[src/design/focic_pkg.sv]
// ----------------------------------------------------------------------------
// focic_pkg
// Shared types, constants, microprogram and helper functions for the
// impedance-controlled field-oriented current loop.
// ----------------------------------------------------------------------------
package focic_pkg;

    typedef struct packed {
        logic [11:0] encoder_angle;
        logic [11:0] current_a_sample;
        logic [11:0] current_b_sample;
    } t_in;

    typedef struct packed {
        logic [11:0] duty_u;
        logic [11:0] duty_v;
        logic [11:0] duty_w;
    } t_out;

    // configuration register indexes
    localparam int unsigned CFG_IDX_BITS = 4;
    localparam logic [CFG_IDX_BITS-1:0] CFG_CURRENT_KP        = 4'd0;
    localparam logic [CFG_IDX_BITS-1:0] CFG_CURRENT_KI_TS     = 4'd1;
    localparam logic [CFG_IDX_BITS-1:0] CFG_SPRING_GAIN       = 4'd2;
    localparam logic [CFG_IDX_BITS-1:0] CFG_DAMPER_GAIN       = 4'd3;
    localparam logic [CFG_IDX_BITS-1:0] CFG_TARGET_ANGLE      = 4'd4;
    localparam logic [CFG_IDX_BITS-1:0] CFG_ELECTRICAL_OFFSET = 4'd5;
    localparam logic [CFG_IDX_BITS-1:0] CFG_ZERO_CURRENT_A    = 4'd6;
    localparam logic [CFG_IDX_BITS-1:0] CFG_ZERO_CURRENT_B    = 4'd7;

    localparam logic [31:0] RST_CURRENT_KP    = 32'd13848000;
    localparam logic [31:0] RST_CURRENT_KI_TS = 32'd25960;
    localparam logic [31:0] RST_SPRING_GAIN   = 32'd2340;
    localparam logic [31:0] RST_DAMPER_GAIN   = 32'd780000;
    localparam logic [11:0] RST_ZERO_CURRENT  = 12'd1850;

    localparam logic [15:0] QUARTER_TURN   = 16'd16384;
    localparam logic [32:0] INV_SQRT3_Q15  = 33'd18919;
    localparam logic [32:0] HALF_SQRT3_Q15 = 33'd28378;
    localparam logic [32:0] HALF_Q15       = 33'd16384;
    localparam logic [32:0] SINE_SCALE     = 33'd32767;

    // odd polynomial coefficients, q30
    localparam logic [30:0] C1  = 31'd1686629713;
    localparam logic [30:0] C3  = 31'd693598668;
    localparam logic [30:0] C5  = 31'd85569306;
    localparam logic [30:0] C7  = 31'd5026995;
    localparam logic [30:0] C9  = 31'd172272;
    localparam logic [30:0] C11 = 31'd3864;
    localparam logic [30:0] C13 = 31'd61;

    typedef enum logic [5:0] {
        OP_NOP, OP_LOAD,
        OP_TORQ_M1, OP_TORQ_M2, OP_TORQ_END, OP_BETA_END,
        OP_SIN_START, OP_SIN_U2, OP_SIN_HMUL, OP_SIN_HSUB,
        OP_SIN_MUL_U, OP_SIN_MUL_Y, OP_SIN_END,
        OP_PARK1, OP_PARK2, OP_PARK3, OP_PARK4, OP_PARK5,
        OP_INTEG,
        OP_VOLT1, OP_VOLT2, OP_VOLT3, OP_VOLT4, OP_VOLT5,
        OP_IPARK1, OP_IPARK2, OP_IPARK3, OP_IPARK4, OP_IPARK5,
        OP_ICLK1, OP_ICLK2, OP_ICLK3,
        OP_DUTY
    } t_op;

    typedef struct packed {
        t_op        op;
        logic       cos;    // sine pass works on angle plus a quarter turn
        logic [2:0] coef;   // horner coefficient select
    } t_cmd;

    localparam logic [5:0] LAST_STEP = 6'd57;

    function automatic logic [30:0] coef_of(input logic [2:0] idx);
        case (idx)
            3'd0:    return C11;
            3'd1:    return C9;
            3'd2:    return C7;
            3'd3:    return C5;
            3'd4:    return C3;
            3'd5:    return C1;
            default: return '0;
        endcase
    endfunction

    // microprogram: one command per step
    function automatic t_cmd prog(input logic [5:0] step);
        t_cmd       c;
        logic [5:0] rel;
        c.op   = OP_NOP;
        c.cos  = (step >= 6'd21);
        rel    = c.cos ? step - 6'd21 : step - 6'd4;
        c.coef = 3'(rel[5:1] - 5'd1);
        case (step) inside
            6'd0:  c.op = OP_TORQ_M1;
            6'd1:  c.op = OP_TORQ_M2;
            6'd2:  c.op = OP_TORQ_END;
            6'd3:  c.op = OP_BETA_END;
            [6'd4:6'd37]: begin
                case (rel) inside
                    6'd0:          c.op = OP_SIN_START;
                    6'd1:          c.op = OP_SIN_U2;
                    [6'd2:6'd13]:  c.op = rel[0] ? OP_SIN_HSUB : OP_SIN_HMUL;
                    6'd14:         c.op = OP_SIN_MUL_U;
                    6'd15:         c.op = OP_SIN_MUL_Y;
                    default:       c.op = OP_SIN_END;
                endcase
            end
            6'd38: c.op = OP_PARK1;
            6'd39: c.op = OP_PARK2;
            6'd40: c.op = OP_PARK3;
            6'd41: c.op = OP_PARK4;
            6'd42: c.op = OP_PARK5;
            6'd43: c.op = OP_INTEG;
            6'd44: c.op = OP_VOLT1;
            6'd45: c.op = OP_VOLT2;
            6'd46: c.op = OP_VOLT3;
            6'd47: c.op = OP_VOLT4;
            6'd48: c.op = OP_VOLT5;
            6'd49: c.op = OP_IPARK1;
            6'd50: c.op = OP_IPARK2;
            6'd51: c.op = OP_IPARK3;
            6'd52: c.op = OP_IPARK4;
            6'd53: c.op = OP_IPARK5;
            6'd54: c.op = OP_ICLK1;
            6'd55: c.op = OP_ICLK2;
            6'd56: c.op = OP_ICLK3;
            6'd57: c.op = OP_DUTY;
            default: c.op = OP_NOP;
        endcase
        return c;
    endfunction

    // round half up, then floor shift by 15
    function automatic logic signed [65:0] rnd15(input logic signed [65:0] x);
        return (x + 66'sd16384) >>> 15;
    endfunction

    // 2048 + floor((9v + 80) / 160), saturated to 0..4095
    function automatic logic [11:0] duty_of(input logic signed [17:0] v);
        logic signed [23:0] x;
        logic signed [18:0] y;
        logic [14:0]        t;
        logic [30:0]        q;
        x = (24'(v) <<< 3) + 24'(v) + 24'sd80;
        y = 19'(x >>> 5);
        t = 15'(y + 19'sd10240);
        q = 31'(t) * 31'd52429;
        if (y < -19'sd10240) begin
            return 12'd0;
        end else if (y >= 19'sd10240) begin
            return 12'd4095;
        end
        return q[29:18];
    endfunction

endpackage

[src/design/focic_ctrl.sv]
// ----------------------------------------------------------------------------
// focic_ctrl
// Sequencer: accepts a transaction, steps the microprogram, owns output valid.
// ----------------------------------------------------------------------------
module focic_ctrl
    import focic_pkg::*;
(
    input  logic i_clk,
    input  logic i_rst_n,
    input  logic i_in_valid,
    output logic o_in_stall,
    input  logic i_out_stall,
    output logic o_out_valid,
    output t_cmd o_cmd
);

    typedef enum logic {S_IDLE, S_RUN} t_state;

    t_state     r_state;
    logic [5:0] r_step;
    logic       r_out_valid;
    logic       slot_free;

    assign slot_free = !r_out_valid || !i_out_stall;

    always_comb begin
        o_cmd = prog(r_step);
        if (r_state == S_IDLE) begin
            o_cmd.op = i_in_valid ? OP_LOAD : OP_NOP;
        end else if (r_step == LAST_STEP && !slot_free) begin
            o_cmd.op = OP_NOP;
        end
    end

    always_ff @(posedge i_clk) begin
        if (!i_rst_n) begin
            r_state     <= S_IDLE;
            r_step      <= '0;
            r_out_valid <= 1'b0;
        end else begin
            if (r_out_valid && !i_out_stall) begin
                r_out_valid <= 1'b0;
            end
            case (r_state)
                S_IDLE: begin
                    r_step <= '0;
                    if (i_in_valid) begin
                        r_state <= S_RUN;
                    end
                end
                S_RUN: begin
                    if (r_step != LAST_STEP) begin
                        r_step <= r_step + 6'd1;
                    end else if (slot_free) begin
                        r_out_valid <= 1'b1;
                        r_state     <= S_IDLE;
                    end
                end
                default: r_state <= S_IDLE;
            endcase
        end
    end

    assign o_in_stall  = (r_state != S_IDLE);
    assign o_out_valid = r_out_valid;

endmodule

[config.mk]
export PLATFORM = sky130hd
export DESIGN_NAME = focic_ctrl
export DESIGN_NICKNAME = d
export VERILOG_FILES = /design/src/design/focic_pkg.sv /design/src/design/focic_ctrl.sv
export SDC_FILE = /design/constraint.sdc
export NUM_CORES = 1
export LEC_CHECK = 0
export ABC_AREA = 0
export BUFFER_PORTS_ARGS = -buffer_cell sky130_fd_sc_hd__buf_2
export CORE_UTILIZATION = 40
export CTS_BUF_LIST = sky130_fd_sc_hd__clkbuf_4
export CTS_CLUSTER_DIAMETER = 120
export DETAILED_ROUTE_END_ITERATION = 7
export GPL_TIMING_DRIVEN = 0
export PLACE_DENSITY_LB_ADDON = 0.2
export SYNTH_ARGS = -nofsm -noshare
export SYNTH_HDL_FRONTEND = slang
export SYNTH_SLANG_ARGS = --single-unit
[constraint.sdc]
create_clock -name i_clk -period 2.6 [get_ports i_clk]
set_input_delay 0.52 -clock i_clk [delete_from_list [all_inputs] [get_ports i_clk]]
set_output_delay 0.52 -clock i_clk [all_outputs]
set_load 0.01 [all_outputs]
==> flow_summary.ini <==
[floorplan]
start_util_pct = 43.95
die_x_um = 57.99
core-area_um2 = 2853
placementRows = 19
die_area_um2 = 3362
ios = 16
die_h_um = 57.99

[clock_tree]
root_buffer = clkbuf_4
cts_tree = done
numCtsBuffers = 3
hold_buffers = 0
cts.sinks = 8
cts-htree-levels = 1
clk_pin_slew_ps = 50
clk_latency_ps = 250
clk_path_buf_depth = 2

[setup_path]
cp.buffers_inverters = 2
crit_top_cell = a31oi_1
cp_data_required_time_ps = 2080
endpoint_kind = output port
cp_slowest_cell = dfxtp_4
start_kind = flop
max_stage_delay_ps = 370
path_delay_family = compound AO/OA/AOI/OAI gates
crit_arrival_ps = 2160
critPathKind = flop to output port
path_cells = inv_2 -> ha_2 -> nand4_4 -> o21a_1 -> a31oi_1 -> o221ai_1 -> a31oi_1 -> a22oi_2 -> buf_2
critPathMaxFanout = 6

[synth]
netlist_area_um2 = 1254
synth-seq-area-share_pct = 12.77
synth_ff_type = dfxtp_1
netlist_instances = 181
netlist_top_cells_area = dfxtp_1, ha_1, nand2_1
yosys.area.top_type = dfxtp_1
synth-seq-cells = 8
synthArstFlopShare_pct = 0
synth_top_area_share_pct = 12.77
synth_edf_count = 0
yosysWarnings = 0
synth_common_cells = nand2_1, a21oi_1, nor2_1, o21ai_0, ha_1
synth.net_count = 196
avgSynthCellArea_um2 = 6.927
yosysUniqueCellTypes = 49
synthMostInstantiatedCell = nand2_1

[run_status]
violations = setup timing
status = complete, but fails checks

[route]
antenna_left = 0
routed_wl_um = 3870
drtIter0Drc = 70
wl_per_cell_um = 16.26
first_pass_iters = 4
num_vias = 1438
vias_per_cell = 6.042
drc = 0

[power]
irDropWorstVdd_mv = 0.2330
p_clk_share_pct = 31.8
power.switching_uw = 81.30
p_int_uw = 203.1
cellPowerDensity_nw_per_um2 = 171.7
p_leak_nw = 0.6501
seqPwrFrac_pct = 44.6
switching_share_pct = 28.59
p_comb_share_pct = 23.6

[placement]
place_inst = 227
post_dp_cell_area_um2 = 1368
gp_congestion = 0.9095
dp_hpwl_um = 2719
portBuffers = 15

[hold_path]
hold_path.class = input pin to flop

[timing]
worstMarginPinSlew_ps = 480.6
skew_ps = 1.582
tns_ps = -278.1
setup_slack_ps = -77.95
fmax_mhz = 373.4
min_period_ps = 2678
rsz0062_at_grt = yes
drv_slew = 0
period_share_pct = 103.0
finalSetupViolCount = 5
finalHoldViolations = 0
max_slew_margin_pct = 67.62

[layout]
num-fill-cells = 264
stdcell_area_um2 = 1657
drive_above_1_share_pct = 37.68
insertedDiodeCount = 0
final_cells = 238
areaGrowthSynthToFinish_pct = 32.14
finalNetCount = 224
final_util_pct = 58.07

[global_routing]
grt_pass1_wl_um = 6279
grt_use_total_pct = 24.16
grt_antenna_before_repair = 0
grt_max_degree = 11
grt_overflow_total = 0
grt_pass1_vias = 1379

[flow_run]
cap_violations = 0
==> registers in the layout, summed over array words and instances, names as in the netlist <==
signal,cells
o_in_stall,1
o_out_valid,1
r_step,6
==> power by group through the flow <==
stage               sequential [mW]  clock [mW]  combinational (mW)
floorplan                     0.131           0              0.0387
global placement              0.131           0              0.0542
detailed placement            0.131           0              0.0551
CTS                           0.126      0.0963              0.0606
global route                  0.127       0.107              0.0726
finish                        0.127      0.0905              0.0670
==> per-layer routing <==
metal | track usage (%) | wire [um] | up-vias
li1 | - | - | 714
met1 | 30.11 | 1732 | 680
met2 | 41.71 | 1993 | 38
met3 | 3.125 | 96 | 6
met4 | 10.20 | 48 | 0
met5 | 0 | 0 | -
==> final timing paths <==
check	from	to	slack (ps)	depth (start not counted)
max	r_step[2]$_SDFFE_PN0P_	o_cmd[4]	-80	9
min reg2reg	r_step[0]$_SDFFE_PN0P_	r_step[0]$_SDFFE_PN0P_	600	2
max reg2reg	r_step[1]$_SDFFE_PN0P_	r_step[4]$_SDFFE_PN0P_	900	8
min	i_rst_n	o_out_valid$_SDFF_PN0_	510	2
==> cells by family after synthesis <==
logic type | after synthesis | share of synthesized area, %
and+or+nand+nor | 67 | 28.04
AOI/OAI and AO/OA | 66 | 34.53
muxes | 2 | 1.996
buffers and inverters | 21 | 7.485
xor gates and xnor gates | 6 | 4.192
adders and majority gates | 11 | 10.98
DFF | 8 | 12.77
==> stage by stage <==
stage	hold WS [ps]	power (mW)	setup WS, ps
final	511.6	0.2844	-77.95
after detailed placement	590.1	0.1858	-332.5
after CTS	505.8	0.2833	-100.7
after floorplan	553.7	0.1694	31.16
after global routing	518.4	0.3067	-193.1
after global placement	581.8	0.1848	-269.4
==> final cells by class <==
type                    instances  area (um^2)  share of cell area (%)
multi-input cells             152         1150                   69.41
flip-flops and latches          8        172.7                   10.42
repair buffers                 25        150.1                   9.063
plain buffers                   9        75.07                   4.532
inverters                      10        47.55                   2.870
well taps                      31        38.79                   2.341
clock buffers                   3        22.52                   1.360
==> cell usage in the layout (no fill, tap or decap), types with 2 or more instances in the layout <==
master    Yosys  layout
nand2_1      24      22
buf_4         2      16
buf_2         6      15
a21oi_1      16      13
nor2_1       13      13
o21ai_0      13       9
inv_1        10       6
a31oi_1       7       6
o22ai_1       6       6
o211ai_1      5       5
nand3_1       5       5
ha_4          0       5
o21ai_1       2       4
a21oi_2       1       4
xnor2_1       4       4
nand2b_1      4       4
dfxtp_1       8       4
o21a_1        3       3
and2_1        4       3
nor3_1        4       3
ha_1         11       3
ha_2          0       3
clkbuf_4      0       3
dfxtp_4       0       3
inv_4         0       2
o21ai_2       1       2
xor2_1        2       2
==> repair_timing <==
action                     CTS  global route
resized for setup           51            14
setup endpoints to repair    9             8
pin swaps                    3             6
setup buffers                7             3
Note: power is estimated with default switching activity, not from simulation.
